**config.mk**
```make
export PLATFORM = sky130hd
export DESIGN_NAME = icmpv4_header_decoder_flat
export DESIGN_NICKNAME = d
export VERILOG_FILES = /design/src/sv/icmpv4_pkg.sv /design/src/sv/icmpv4_msg_if.sv /design/src/sv/icmpv4_res_if.sv /design/src/sv/icmpv4_decode.sv /design/src/sv/icmpv4_header_decoder.sv /design/src/flat_wrapper.sv
export SDC_FILE = /design/constraint.sdc
export NUM_CORES = 1
export LEC_CHECK = 0
export BUFFER_PORTS_ARGS = -buffer_cell sky130_fd_sc_hd__buf_2
export CORE_MARGIN = 3
export CORE_UTILIZATION = 58
export DETAILED_ROUTE_END_ITERATION = 10
export PLACE_DENSITY = 0.88
export SYNTH_ARGS = -nofsm -noshare
export SYNTH_HDL_FRONTEND = slang
export SYNTH_HIERARCHICAL = 1
export SYNTH_SLANG_ARGS = --single-unit
```
**constraint.sdc**
```tcl
create_clock -name clk -period 7.5 [get_ports clk]
set_input_delay 1.5 -clock clk [delete_from_list [all_inputs] [get_ports clk]]
set_output_delay 1.5 -clock clk [all_outputs]
set_load 0.05 [all_outputs]
```
**src/sv/icmpv4_pkg.sv**
```systemverilog
// Shared types and constants of the ICMPv4 header decoder.
package icmpv4_pkg;

  typedef enum logic [2:0] {
    EV_NONE         = 3'd0,
    EV_SHORT        = 3'd1,
    EV_BAD_CODE     = 3'd2,
    EV_BAD_TYPE     = 3'd3,
    EV_INNER_SHORT  = 3'd4,
    EV_INNER_VER    = 3'd5
  } icmpv4_event_t;

  localparam logic [7:0] TYPE_ECHO_REPLY    = 8'd0;
  localparam logic [7:0] TYPE_DEST_UNREACH  = 8'd3;
  localparam logic [7:0] TYPE_SOURCE_QUENCH = 8'd4;
  localparam logic [7:0] TYPE_REDIRECT      = 8'd5;
  localparam logic [7:0] TYPE_ECHO          = 8'd8;
  localparam logic [7:0] TYPE_TIME_EXCEEDED = 8'd11;
  localparam logic [7:0] TYPE_PARAM_PROBLEM = 8'd12;
  localparam logic [7:0] TYPE_TSTAMP        = 8'd13;
  localparam logic [7:0] TYPE_TSTAMP_REPLY  = 8'd14;
  localparam logic [7:0] TYPE_INFO          = 8'd15;
  localparam logic [7:0] TYPE_INFO_REPLY    = 8'd16;
  localparam logic [7:0] TYPE_ADDR          = 8'd17;
  localparam logic [7:0] TYPE_ADDR_REPLY    = 8'd18;

  localparam logic [7:0] LIMIT_DEST_UNREACH  = 8'd15;
  localparam logic [7:0] LIMIT_SOURCE_QUENCH = 8'd0;
  localparam logic [7:0] LIMIT_REDIRECT      = 8'd3;
  localparam logic [7:0] LIMIT_TIME_EXCEEDED = 8'd1;
  localparam logic [7:0] LIMIT_PARAM_PROBLEM = 8'd0;

  localparam logic [7:0] PROTO_TCP = 8'd6;
  localparam logic [7:0] PROTO_UDP = 8'd17;
  localparam logic [3:0] IP_VERSION = 4'd4;

  localparam logic [15:0] OFS_TYPE    = 16'd0;
  localparam logic [15:0] OFS_CODE    = 16'd1;
  localparam logic [15:0] OFS_IDENT0  = 16'd4;
  localparam logic [15:0] OFS_IDENT1  = 16'd5;
  localparam logic [15:0] OFS_SEQ0    = 16'd6;
  localparam logic [15:0] OFS_SEQ1    = 16'd7;
  localparam logic [15:0] OFS_VER_IHL = 16'd8;
  localparam logic [15:0] OFS_PROTO   = 16'd17;
  localparam logic [15:0] OFS_SRC0    = 16'd20;
  localparam logic [15:0] OFS_SRC1    = 16'd21;
  localparam logic [15:0] OFS_SRC2    = 16'd22;
  localparam logic [15:0] OFS_SRC3    = 16'd23;
  localparam logic [15:0] OFS_DST0    = 16'd24;
  localparam logic [15:0] OFS_DST1    = 16'd25;
  localparam logic [15:0] OFS_DST2    = 16'd26;
  localparam logic [15:0] OFS_DST3    = 16'd27;
  localparam logic [15:0] OFS_SPORT0  = 16'd28;
  localparam logic [15:0] OFS_SPORT1  = 16'd29;
  localparam logic [15:0] OFS_DPORT0  = 16'd30;
  localparam logic [15:0] OFS_DPORT1  = 16'd31;

  // message lengths: ICMP header, plus quoted IP header, plus UDP or TCP header
  localparam logic [15:0] LEN_HDR       = 16'd8;
  localparam logic [15:0] LEN_INNER_MIN = 16'd28;
  localparam logic [15:0] LEN_UDP_MIN   = 16'd36;
  localparam logic [15:0] LEN_TCP_MIN   = 16'd48;

  localparam logic [15:0] COUNT_MAX = 16'hFFFF;

  typedef struct packed {
    logic [7:0]  msg_type;
    logic [7:0]  msg_code;
    logic [15:0] ident;
    logic [15:0] seq;
    logic [3:0]  version;
    logic [3:0]  ihl;
    logic [7:0]  proto;
    logic [31:0] src_addr;
    logic [31:0] dst_addr;
    logic [15:0] src_port;
    logic [15:0] dst_port;
  } icmpv4_fields_t;

  typedef struct packed {
    logic [7:0]    msg_type;
    logic [7:0]    msg_code;
    logic [15:0]   ident;
    logic [15:0]   sequence_res;
    icmpv4_event_t event_res;
    logic          inner_valid;
    logic [31:0]   inner_src;
    logic [31:0]   inner_dst;
    logic [5:0]    inner_hdr_len;
    logic [7:0]    inner_proto;
    logic [15:0]   inner_src_port;
    logic [15:0]   inner_dst_port;
  } icmpv4_result_t;

endpackage

```
**src/sv/icmpv4_msg_if.sv**
```systemverilog
// Byte channel carrying the ICMP message into the decoder.
interface icmpv4_msg_if;
  logic       valid;
  logic       ready;
  logic [7:0] byte_in;
  logic       last_byte;

  modport source(output valid, byte_in, last_byte, input ready);
  modport sink(input valid, byte_in, last_byte, output ready);
endinterface

```
**src/sv/icmpv4_res_if.sv**
```systemverilog
// Result channel carrying one decode result per message.
interface icmpv4_res_if;
  logic        valid;
  logic        ready;
  logic [7:0]  msg_type;
  logic [7:0]  msg_code;
  logic [15:0] ident;
  logic [15:0] sequence_res;
  logic [2:0]  event_res;
  logic        inner_valid;
  logic [31:0] inner_src;
  logic [31:0] inner_dst;
  logic [5:0]  inner_hdr_len;
  logic [7:0]  inner_proto;
  logic [15:0] inner_src_port;
  logic [15:0] inner_dst_port;

  modport source(output valid, msg_type, msg_code, ident, sequence_res, event_res,
                 inner_valid, inner_src, inner_dst, inner_hdr_len, inner_proto,
                 inner_src_port, inner_dst_port,
                 input ready);
  modport sink(input valid, msg_type, msg_code, ident, sequence_res, event_res,
               inner_valid, inner_src, inner_dst, inner_hdr_len, inner_proto,
               inner_src_port, inner_dst_port,
               output ready);
endinterface

```
**src/sv/icmpv4_decode.sv**
```systemverilog
// Classification of a captured ICMP header into one decode result.
module icmpv4_decode (
  input  icmpv4_pkg::icmpv4_fields_t fields,
  input  logic [15:0]                len,
  output icmpv4_pkg::icmpv4_result_t result
);
  import icmpv4_pkg::*;

  logic       query;
  logic       err;
  logic [7:0] limit;
  logic       ports_ok;

  always_comb begin
    query = 1'b0;
    err   = 1'b0;
    limit = '0;
    case (fields.msg_type)
      TYPE_ECHO_REPLY, TYPE_ECHO, TYPE_TSTAMP, TYPE_TSTAMP_REPLY,
      TYPE_INFO, TYPE_INFO_REPLY, TYPE_ADDR, TYPE_ADDR_REPLY: begin
        query = 1'b1;
      end
      TYPE_DEST_UNREACH: begin
        err = 1'b1;
        limit = LIMIT_DEST_UNREACH;
      end
      TYPE_SOURCE_QUENCH: begin
        err = 1'b1;
        limit = LIMIT_SOURCE_QUENCH;
      end
      TYPE_REDIRECT: begin
        err = 1'b1;
        limit = LIMIT_REDIRECT;
      end
      TYPE_TIME_EXCEEDED: begin
        err = 1'b1;
        limit = LIMIT_TIME_EXCEEDED;
      end
      TYPE_PARAM_PROBLEM: begin
        err = 1'b1;
        limit = LIMIT_PARAM_PROBLEM;
      end
      default: begin
        query = 1'b0;
      end
    endcase
  end

  assign ports_ok = (fields.proto == PROTO_TCP && len >= LEN_TCP_MIN) ||
                    (fields.proto == PROTO_UDP && len >= LEN_UDP_MIN);

  always_comb begin
    result = '0;
    if (len < LEN_HDR) begin
      result.event_res = EV_SHORT;
    end else begin
      result.msg_type = fields.msg_type;
      result.msg_code = fields.msg_code;
      if (query) begin
        result.ident        = fields.ident;
        result.sequence_res = fields.seq;
        if (fields.msg_code != '0) begin
          result.event_res = EV_BAD_CODE;
        end
      end else if (err) begin
        if (fields.msg_code > limit) begin
          result.event_res = EV_BAD_CODE;
        end else if (len < LEN_INNER_MIN) begin
          result.event_res = EV_INNER_SHORT;
        end else if (fields.version != IP_VERSION) begin
          result.event_res = EV_INNER_VER;
        end else begin
          result.inner_valid   = 1'b1;
          result.inner_src     = fields.src_addr;
          result.inner_dst     = fields.dst_addr;
          result.inner_hdr_len = {fields.ihl, 2'b00};
          result.inner_proto   = fields.proto;
          if (ports_ok) begin
            result.inner_src_port = fields.src_port;
            result.inner_dst_port = fields.dst_port;
          end
        end
      end else begin
        result.event_res = EV_BAD_TYPE;
      end
    end
  end

endmodule

```
**src/sv/icmpv4_header_decoder.sv**
```systemverilog
// Top level of the ICMPv4 header decoder.
//
// The msg channel carries an ICMP message one byte per item, header first;
// last_byte marks the final byte. Each byte is captured by its position in
// the message. On the final byte the decoder produces one item on the res
// channel with type, code, identifier and sequence, an event code, and the
// addresses, length, protocol and ports of a quoted IPv4 header.
//
// Throughput is one byte per cycle while no result waits on a stalled receiver.
// The result of a message is registered and appears on res in the cycle after
// its last byte is accepted. Capture and classification are combinational,
// from the capture registers and the incoming byte into the result register.
//
// Reset (rst, synchronous) clears the byte count and all captured fields and
// empties the result register. While a result waits on a stalled receiver,
// msg.ready stays low only if that result is not taken in the same cycle;
// otherwise bytes keep flowing, since the result register frees up as the
// next result is loaded.
module icmpv4_header_decoder (
  input  logic clk,
  input  logic rst,
  icmpv4_msg_if.sink   msg,
  icmpv4_res_if.source res
);
  import icmpv4_pkg::*;

  logic [15:0]    byte_count;
  logic [15:0]    byte_count_next;
  icmpv4_fields_t fields;
  icmpv4_fields_t fields_next;
  icmpv4_result_t result_next;
  icmpv4_result_t result;
  logic           res_valid;
  logic           accept;

  assign msg.ready = !res_valid || res.ready;
  assign accept    = msg.valid && msg.ready;

  assign byte_count_next = (byte_count == COUNT_MAX) ? byte_count : byte_count + 16'd1;

  always_comb begin
    fields_next = fields;
    case (byte_count)
      OFS_TYPE: fields_next.msg_type = msg.byte_in;
      OFS_CODE: fields_next.msg_code = msg.byte_in;
      OFS_IDENT0, OFS_IDENT1: fields_next.ident = {fields.ident[7:0], msg.byte_in};
      OFS_SEQ0, OFS_SEQ1: fields_next.seq = {fields.seq[7:0], msg.byte_in};
      OFS_VER_IHL: begin
        fields_next.version = msg.byte_in[7:4];
        fields_next.ihl     = msg.byte_in[3:0];
      end
      OFS_PROTO: fields_next.proto = msg.byte_in;
      OFS_SRC0, OFS_SRC1, OFS_SRC2, OFS_SRC3:
        fields_next.src_addr = {fields.src_addr[23:0], msg.byte_in};
      OFS_DST0, OFS_DST1, OFS_DST2, OFS_DST3:
        fields_next.dst_addr = {fields.dst_addr[23:0], msg.byte_in};
      OFS_SPORT0, OFS_SPORT1: fields_next.src_port = {fields.src_port[7:0], msg.byte_in};
      OFS_DPORT0, OFS_DPORT1: fields_next.dst_port = {fields.dst_port[7:0], msg.byte_in};
      default: fields_next = fields;
    endcase
  end

  icmpv4_decode u_decode (
    .fields (fields_next),
    .len    (byte_count_next),
    .result (result_next)
  );

  always_ff @(posedge clk) begin
    if (rst) begin
      byte_count <= '0;
      fields     <= '0;
    end else if (accept) begin
      if (msg.last_byte) begin
        byte_count <= '0;
        fields     <= '0;
      end else begin
        byte_count <= byte_count_next;
        fields     <= fields_next;
      end
    end
  end

  always_ff @(posedge clk) begin
    if (rst) begin
      res_valid <= 1'b0;
    end else if (accept && msg.last_byte) begin
      res_valid <= 1'b1;
    end else if (res.ready) begin
      res_valid <= 1'b0;
    end
  end

  always_ff @(posedge clk) begin
    if (accept && msg.last_byte) begin
      result <= result_next;
    end
  end

  assign res.valid          = res_valid;
  assign res.msg_type       = result.msg_type;
  assign res.msg_code       = result.msg_code;
  assign res.ident          = result.ident;
  assign res.sequence_res   = result.sequence_res;
  assign res.event_res      = result.event_res;
  assign res.inner_valid    = result.inner_valid;
  assign res.inner_src      = result.inner_src;
  assign res.inner_dst      = result.inner_dst;
  assign res.inner_hdr_len  = result.inner_hdr_len;
  assign res.inner_proto    = result.inner_proto;
  assign res.inner_src_port = result.inner_src_port;
  assign res.inner_dst_port = result.inner_dst_port;

  a_count_clear: assert property (@(posedge clk) disable iff (rst)
    accept && msg.last_byte |=> byte_count == '0)
    else $error("byte count not cleared after last byte");

  a_result_follows: assert property (@(posedge clk) disable iff (rst)
    accept && msg.last_byte |=> res_valid)
    else $error("no result after last byte");

  a_stall_only: assert property (@(posedge clk) disable iff (rst)
    !msg.ready |-> res_valid && !res.ready)
    else $error("input stalled without a pending result");

  a_inner_zero: assert property (@(posedge clk) disable iff (rst)
    res_valid && !result.inner_valid |->
      result.inner_src == '0 && result.inner_dst == '0 && result.inner_hdr_len == '0 &&
      result.inner_proto == '0 && result.inner_src_port == '0 &&
      result.inner_dst_port == '0)
    else $error("inner fields set without a decoded quoted header");

  a_short_zero: assert property (@(posedge clk) disable iff (rst)
    res_valid && result.event_res == EV_SHORT |->
      result.msg_type == '0 && result.msg_code == '0 && result.ident == '0)
    else $error("short message carries header fields");

endmodule

```
**src/flat_wrapper.sv**
```systemverilog
// flat-port wrapper written by rule: the top's interface ports become plain ports
module icmpv4_header_decoder_flat import icmpv4_pkg::*;
  (clk, rst, msg_valid, msg_byte_in, msg_last_byte, msg_ready, res_valid, res_msg_type, res_msg_code, res_ident, res_sequence_res, res_event_res, res_inner_valid, res_inner_src, res_inner_dst, res_inner_hdr_len, res_inner_proto, res_inner_src_port, res_inner_dst_port, res_ready);
  icmpv4_msg_if msg_i ();
  icmpv4_res_if res_i ();
  input  logic clk;
  input  logic rst;
  input wire logic [$bits(msg_i.valid)-1:0] msg_valid;
  input wire logic [$bits(msg_i.byte_in)-1:0] msg_byte_in;
  input wire logic [$bits(msg_i.last_byte)-1:0] msg_last_byte;
  output wire logic [$bits(msg_i.ready)-1:0] msg_ready;
  output wire logic [$bits(res_i.valid)-1:0] res_valid;
  output wire logic [$bits(res_i.msg_type)-1:0] res_msg_type;
  output wire logic [$bits(res_i.msg_code)-1:0] res_msg_code;
  output wire logic [$bits(res_i.ident)-1:0] res_ident;
  output wire logic [$bits(res_i.sequence_res)-1:0] res_sequence_res;
  output wire logic [$bits(res_i.event_res)-1:0] res_event_res;
  output wire logic [$bits(res_i.inner_valid)-1:0] res_inner_valid;
  output wire logic [$bits(res_i.inner_src)-1:0] res_inner_src;
  output wire logic [$bits(res_i.inner_dst)-1:0] res_inner_dst;
  output wire logic [$bits(res_i.inner_hdr_len)-1:0] res_inner_hdr_len;
  output wire logic [$bits(res_i.inner_proto)-1:0] res_inner_proto;
  output wire logic [$bits(res_i.inner_src_port)-1:0] res_inner_src_port;
  output wire logic [$bits(res_i.inner_dst_port)-1:0] res_inner_dst_port;
  input wire logic [$bits(res_i.ready)-1:0] res_ready;
  assign msg_i.valid = msg_valid;
  assign msg_i.byte_in = msg_byte_in;
  assign msg_i.last_byte = msg_last_byte;
  assign msg_ready = msg_i.ready;
  assign res_valid = res_i.valid;
  assign res_msg_type = res_i.msg_type;
  assign res_msg_code = res_i.msg_code;
  assign res_ident = res_i.ident;
  assign res_sequence_res = res_i.sequence_res;
  assign res_event_res = res_i.event_res;
  assign res_inner_valid = res_i.inner_valid;
  assign res_inner_src = res_i.inner_src;
  assign res_inner_dst = res_i.inner_dst;
  assign res_inner_hdr_len = res_i.inner_hdr_len;
  assign res_inner_proto = res_i.inner_proto;
  assign res_inner_src_port = res_i.inner_src_port;
  assign res_inner_dst_port = res_i.inner_dst_port;
  assign res_i.ready = res_ready;
  icmpv4_header_decoder u_core (.clk(clk), .rst(rst), .msg(msg_i), .res(res_i));
endmodule
```
### Word-level counts from Yosys, hierarchy flattened

Index checks and enable logic that the tools add are counted.

* word-level logic and storage cells: 119
* output and inout port bits: 164
* flip-flop bits (word level): 339

* bitwise operators: 3
* reductions and logical operators: 23
* order comparisons: 5
* equality and inequality tests: 35
* add/sub/neg operators: 1
* mux-type cells: 26

Operators by type and width (number)
* $eq 16x5->1 const B: 13
* $mux 160: 1
* $mux 111: 1
* $mux 16: 6
* $mux 32: 3
* $eq 16x3->1 const B: 4
* $eq 8x4->1 const B: 6
* $eq 8x5->1 const B: 4
* $ge 16x6->1 const B: 2
* $mux 8: 4
* $eq 8x3->1 const B: 3
* $add 16x1->16 const B: 1
* $eq 16x1->1 const B: 1
* $eq 16x16->1 const B: 1
* $eq 16x4->1 const B: 1
* $logic_not 16->1: 1
* $lt 16x4->1 const B: 1
* $lt 16x5->1 const B: 1
* $mux 3: 5
* $pmux 4 s3: 1
* $reduce_or 2->1: 5
* $reduce_or 5->1: 2
* $eq 8x2->1 const B: 1
* $gt 8x8->1: 1
* other kinds (14): 24

### Longest topological paths before layout

Gate-level depths: netlist of the first run.

* depth in word-level cells: 8
* gate-level depth with buffers: 18
* gate-level depth less buffers: 13

### Hierarchy

The synthesis of the first run kept the hierarchy.

Modules (own cells, without submodules)
* icmpv4_header_decoder: sequential area each 8408.1 µm², times used 1, area each 13130.1 µm², cells each 986
* icmpv4_decode: sequential area each 0.0 µm², times used 1, area each 1580.3 µm², cells each 240

### Worst setup path before layout of the first run

No wires, ideal clock.

* path kind: input-to-reg
* start: input res_ready
* end: register u_core.result, in the netlist u_core/res.event_res[0], enable pin
* library setup time: 0.515 ns
* cell stages on the path: 6
* slack: 1.052 ns
* arrival time: 5.933 ns
* data required time: 6.985 ns
* cells stage by stage: nand2b_1 clkbuf_1 and2_1 clkbuf_1 nand2_1 inv_1

* cells in the longest elaborated chain, start to end: 3

Ends and longest elaborated chain
* start, declared: line flat_wrapper.sv:25 `input wire logic [$bits(res_i.ready)-1:0] res_ready;`
* $logic_or 1x1->1: line icmpv4_header_decoder.sv:36 `assign msg.ready = !res_valid || res.ready;`
* via msg_ready: line flat_wrapper.sv:11 `output wire logic [$bits(msg_i.ready)-1:0] msg_ready;`
* $logic_and 1x1->1: line icmpv4_header_decoder.sv:37 `assign accept = msg.valid && msg.ready;`
* $logic_and 1x1->1: line icmpv4_header_decoder.sv:95 `if (accept && msg.last_byte) begin`
* end signal, assigned: line icmpv4_header_decoder.sv:96 `result <= result_next;`
* end, declared: line icmpv4_header_decoder.sv:32 `icmpv4_result_t result;`

The timed path passes the listed nets, and every way through them passes these cells.
A chain may end at the register's enable or synchronous reset.

==> metrics.yaml, run 1 <==
status: "completed"
dp_slack_ps: 1640
grt_remaining_overflow: 0
antenna_found_initial: 1
drt_wl_total_mm: 35.4
syn_to_final_growth_pct: 14.6
htree_levels: 2
crit_type: "register to register"
io_pins: 177
period_needed_ps: 6020
fin_ws_ps: 1480
cp_data_required_time_ps: 7860
avgRoutedWirePerCell_um: 20.8
worst_clock_skew_ps: 21.7
mostFrequentLayoutCell: "dfxtp_1"
timing.setup.tns_ps: 0
die_area_mm2: 0.0273
cts.path.max_buffers: 3
cts_made_buffers: 34
num_vias: 10400
drt_drc_violations_left: 0
p_leak_nw: 6.65
cts_tree: "built"
multi_input_area_mm2: 0.00587
path_max_fanout: 45
slew_violations: 0
grt_pass1_vias: 9899
die_width_um: 165
syn_inst: 1223
gp_congestion: 0.902
fmax_mhz: 166
final_cell_mix: "dfxtp_1, buf_2, edfxtp_1"
cap_violations: 0
clock_latency_ps: 520
dieHeight_um: 165
syn_area_per_cell_um2: 12.0
vias_per_cell: 6.11
final_nets: 1373
n_fill_cell: 1746
yosysWarnings: 6
setup_viol: 0
seqCellArea_mm2: 0.00841
ctsResizeCount: 0
cts_setup_buffers: 0
syn_area_mm2: 0.0147
hold_path_class: "register to register"
root_buffer: "clkbuf_16"
final_antenna_net_count: 0
dr.pass1.iters: 6
core_area_mm2: 0.0246
fin_crit_sh_pct: 80.2
endpoint_kind: "register"
startpoint_type: "register"
dp_hpwl_mm: 22.4
drive_gt1_share_pct: 28.1
peakVddDrop_v: 0.000217
worstMarginPinSlew_ps: 1230
clk_pin_slew_ps: 60
initial_core_util_pct: 59.7
port_buffers: 176
final_area_mm2: 0.0168
power_density_mw_per_mm2: 238
grt_max_degree: 107
finalHoldViolations: 0
worstPathArrival_ps: 6380
grtUsageTotal_pct: 25.6
cts.sinks: 339
postPlaceCellArea_mm2: 0.0157
drtIter0Drc: 975
rsz0062_at_grt: "no"
grt_pass1_wl_mm: 55.1
ctsHoldBuffers: 0
placementRows: 57
slew_headroom_pct: 18.0
## layer usage
metal | vias up | routed length (um) | share of wire, % | GRT usage [%]
met5 | - | 7 | 0.020 | 0
met3 | 94 | 2510 | 7.1 | 4.61
met4 | 2 | 1190 | 3.4 | 9.84
met1 | 5068 | 15500 | 44 | 36.5
met2 | 433 | 16200 | 46 | 39.1
li1 | 4800 | - | - | -
## power breakdown
group / leakage (nW) / internal [mW] / switching (mW)
registers: 2.91 / 1.97 / 0.0141
logic: 3.18 / 0.0517 / 0.234
clock network: 0.561 / 1.02 / 0.724
total: 6.65 / 3.04 / 0.972
## worst paths after layout
check | start | endpoint | slack, ps | cells after the start
worst min-delay path | u_core/fields[151] | u_core/fields[151] | 460 | 1
worst max-delay path | u_core/byte_count[9] | u_core/res.inner_dst_port[5] | 1480 | 14
worst min register to register | u_core/fields[151] | u_core/fields[151] | 460 | 1
worst max register to register | u_core/byte_count[9] | u_core/res.inner_dst_port[5] | 1480 | 14
## final cells by class
cell class                 instances  share of cell area, %
inverter                           6                  0.164
timing repair buffer             188                   5.77
sequential                       339                   50.0
tap                              324                   2.41
clock inverter                    17                   1.14
clock buffer                      45                   5.67
antenna                            1                 0.0149
multi-input combinational        783                   34.9
## critical path, cell delays in order, from the launching register on
cell and delay, ps:
dfxtp_1 370, nor4_2 500, and4_1 320, nand3_1 470
mux2_2 500, nor4_1 610, nand2_1 150, or3_1 370
ha_1 310, nor2b_1 140, o2111ai_1 250, nand4_2 190
nor3_4 890, buf_4 490, and4_1 290
## flip-flops by register name (all words and copies together) (netlist names)
register                   cells
u_core/res.inner_hdr_len       6
u_core/res.inner_src_port     16
u_core/res.inner_dst_port     16
u_core/res.msg_type            8
u_core/fields                160
u_core/res.event_res           3
u_core/byte_count             16
u_core/res.sequence_res       16
u_core/res.inner_valid         1
u_core/res.msg_code            8
u_core/res.valid               1
u_core/res.inner_src          32
u_core/res.inner_dst          32
u_core/res.ident              16
u_core/res.inner_proto         8
## stage by stage
| stage | hold slack [ps] | util, % | power [mW] | std cells |
|---|---|---|---|---|
| 2_1_floorplan | 427 | - | 2.24 | 1224 |
| 3_3_place_gp | 439 | 63.7 | 2.31 | 1640 |
| 3_5_place_dp | 443 | 63.7 | 2.31 | 1640 |
| 4_1_cts | 462 | 68.4 | 4.03 | 1702 |
| 5_1_grt | 470 | 68.4 | 4.12 | 1702 |
| 6_report | 461 | 68.4 | 4.01 | 1703 |
No activity file was read; power rests on OpenSTA's default activity.
==> run 2: changes to the inputs <==
Clock period 7.5 ns to 5.8 ns, I/O delays scaled along.
==> run 2 against run 1 <==
Final area hardly changed. Combinational power is 32% higher. Critical path type unchanged. Worst hold slack worse by 4.4 ps. First-iteration DRC count is 9.3% higher. Power is 28% higher. Wire length hardly changed. Global-route usage is 0.28 points lower. Highest routed layer is now met4. Critical path depth stayed put. Setup slack worse by 950 ps.
==> metrics.yaml, run 2 (same netlist as run 1, synthesis figures left out) <==
p_int_mw: 3.88  # was 3.04 mW
cp_num_cells: 14  # unchanged
io_pins: 177  # unchanged
grt.busiest_layer: "met2"  # unchanged
drtIter0Drc: 1066  # was 975
antenna_cells: 0  # was 1
power_frac_comb_pct: 7.4  # was 7.1%
cp_data_required_time_ps: 6170  # was 7860 ps
power_frac_seq_pct: 50.1  # was 49.5%
status: "completed"  # unchanged
use_met1_pct: 35.0  # was 36.5%
period_needed_ps: 5270  # was 6020 ps
p_sw_share_pct: 24.3  # was 24.2%
n_fill_cell: 1762  # was 1,746
drt_wl_total_mm: 35.4  # about the same
power_density_mw_per_mm2: 304  # was 238 mW/mm2
cts_made_buffers: 35  # was 34
crit_slowest_cell: "nor4_1"  # was nor3_4
crit_family: "simple AND/OR/NAND/NOR gates"  # unchanged
path_cells: "nor4_2 > and4_1 > nand3_1 > mux2_2 > nor4_1 > nand2_1 > or3_1 > ha_1 > nor2b_1 > o2111ai_1 > nand4_2 > nor3_4 > buf_12 > and4_1"  # was nor4_2 > and4_1 > nand3_1 > mux2_2 > nor4_1 > nand2_1 > or3_1 > ha_1 > nor2b_1 > o2111ai_1 > nand4_2 > nor3_4 > buf_4 > and4_1
placementRows: 57  # unchanged
path_max_fanout: 109  # was 45
antenna_found_initial: 0  # was 1
dr.pass1.iters: 5  # was 6
largest-register: "u_core/fields"  # unchanged
endpoint_kind: "register"  # unchanged
crit_type: "register to register"  # unchanged
worst_clock_skew_ps: 12.2  # was 21.7 ps
startpoint_type: "register"  # unchanged
clk_pin_slew_ps: 60  # about the same
peakVddDrop_v: 0.000214  # was 0.000217 V
fin_util_pct: 68.5  # was 68.4%
clock_latency_ps: 520  # about the same
avgRoutedWirePerCell_um: 20.7  # was 20.8 um
grt_pass1_wl_mm: 54.2  # was 55.1 mm
slew_headroom_pct: 17.1  # was 18.0%
finalHoldViolations: 0  # unchanged
final_nets: 1377  # was 1,373
grt_max_degree: 110  # was 107
seqCellArea_mm2: 0.00841  # unchanged
cts.sinks: 339  # unchanged
final_antenna_net_count: 0  # unchanged
die_area_mm2: 0.0273  # unchanged
met3_usage_pct: 4.54  # was 4.61%
largest_reg_flops: 160  # unchanged
htree_levels: 2  # unchanged
slew_violations: 0  # unchanged
r2r_cells: 14  # unchanged
final_cell_mix: "dfxtp_1, buf_2, edfxtp_1"  # unchanged
worstPathArrival_ps: 5640  # was 6380 ps
p_switching_mw: 1.24  # was 0.972 mW
rsz0062_at_grt: "no"  # unchanged
setup_viol: 0  # unchanged
dieHeight_um: 165  # unchanged
cts.path.max_buffers: 3  # unchanged
syn_to_final_growth_pct: 14.6  # about the same
grt_remaining_overflow: 0  # unchanged
fmax_mhz: 190  # was 166 MHz
cts_tree: "built"  # unchanged
worstMarginPinSlew_ps: 1240  # was 1230 ps
cp.buffers_inverters: 1  # unchanged
cp_common_cell: "and4_1"  # unchanged
mostFrequentLayoutCell: "dfxtp_1"  # unchanged
clkPwrFrac_pct: 42.5  # was 43.4%
fin_ws_ps: 530  # was 1480 ps
root_buffer: "clkbuf_16"  # unchanged
dp_hpwl_mm: 21.6  # was 22.4 mm
power_mw: 5.12  # was 4.01 mW
drt_drc_violations_left: 0  # unchanged
vias_per_cell: 6.05  # was 6.11
num_vias: 10300  # was 10,400
timing.setup.tns_ps: 0  # unchanged
met2_usage_pct: 40.1  # was 39.1%
p_leak_nw: 6.65  # about the same
drive_gt1_share_pct: 28.3  # was 28.1%
port_buffers: 176  # unchanged
fin_crit_sh_pct: 90.9  # was 80.2%
gp_congestion: 0.914  # was 0.902
ctsHoldBuffers: 0  # unchanged
dp_slack_ps: 652  # was 1640 ps
grtUsageTotal_pct: 25.3  # was 25.6%
core_area_mm2: 0.0246  # unchanged
slowest_delay_ps: 600  # was 890 ps
hold_path_class: "register to register"  # unchanged
grt_pass1_vias: 9753  # was 9,899
cap_violations: 0  # unchanged
min_path_cells: 1  # unchanged
initial_core_util_pct: 59.7  # unchanged
ctsResizeCount: 0  # unchanged
multi_input_area_mm2: 0.00587  # unchanged
cts_setup_buffers: 0  # unchanged
die_width_um: 165  # unchanged
==> run 2: layer usage <==
layer	share of wire, %	routed length (um)
met3	7.0	2470
met5	0	0
met1	43	15300
met4	3.3	1170
met2	47	16500
==> run 2: path summary, 6_finish.rpt <==
kind | to | slack [ps] | from
worst max-delay path | u_core/res.inner_src_port[2] | 530 | u_core/byte_count[9]
worst min-delay path | u_core/fields[159] | 460 | u_core/fields[159]
worst max register to register | u_core/res.inner_src_port[2] | 530 | u_core/byte_count[9]
worst min register to register | u_core/fields[159] | 460 | u_core/fields[159]
==> run 2: area by class of cell <==
cell class	instances	area share, %
Clock inverter	12	0.498
Timing Repair Buffer	191	5.97
Inverter	6	0.156
Multi-Input combinational cell	783	34.8
Clock buffer	52	6.20
Sequential cell	339	49.9
Tap cell	324	2.41
==> run 2: power groups by stage <==
stage	clock, mW	combinational [mW]	sequential [mW]
2_1_floorplan	0	0.113	2.78
3_3_place_gp	0	0.370	2.62
3_5_place_dp	0	0.373	2.62
4_1_cts	2.20	0.376	2.57
5_1_grt	2.30	0.395	2.57
6_report	2.18	0.378	2.57
==> run 2: through the flow <==
| step | instances | area [um2] | hold slack (ps) |
|---|---|---|---|
| finish | 1707 | 16800 | 457 |
| global route | 1707 | 16800 | 477 |
| CTS | 1707 | 16800 | 457 |
| detailed placement | 1643 | 15700 | 441 |
| global placement | 1643 | 15700 | 439 |
| floorplan | 1224 | 14700 | 427 |
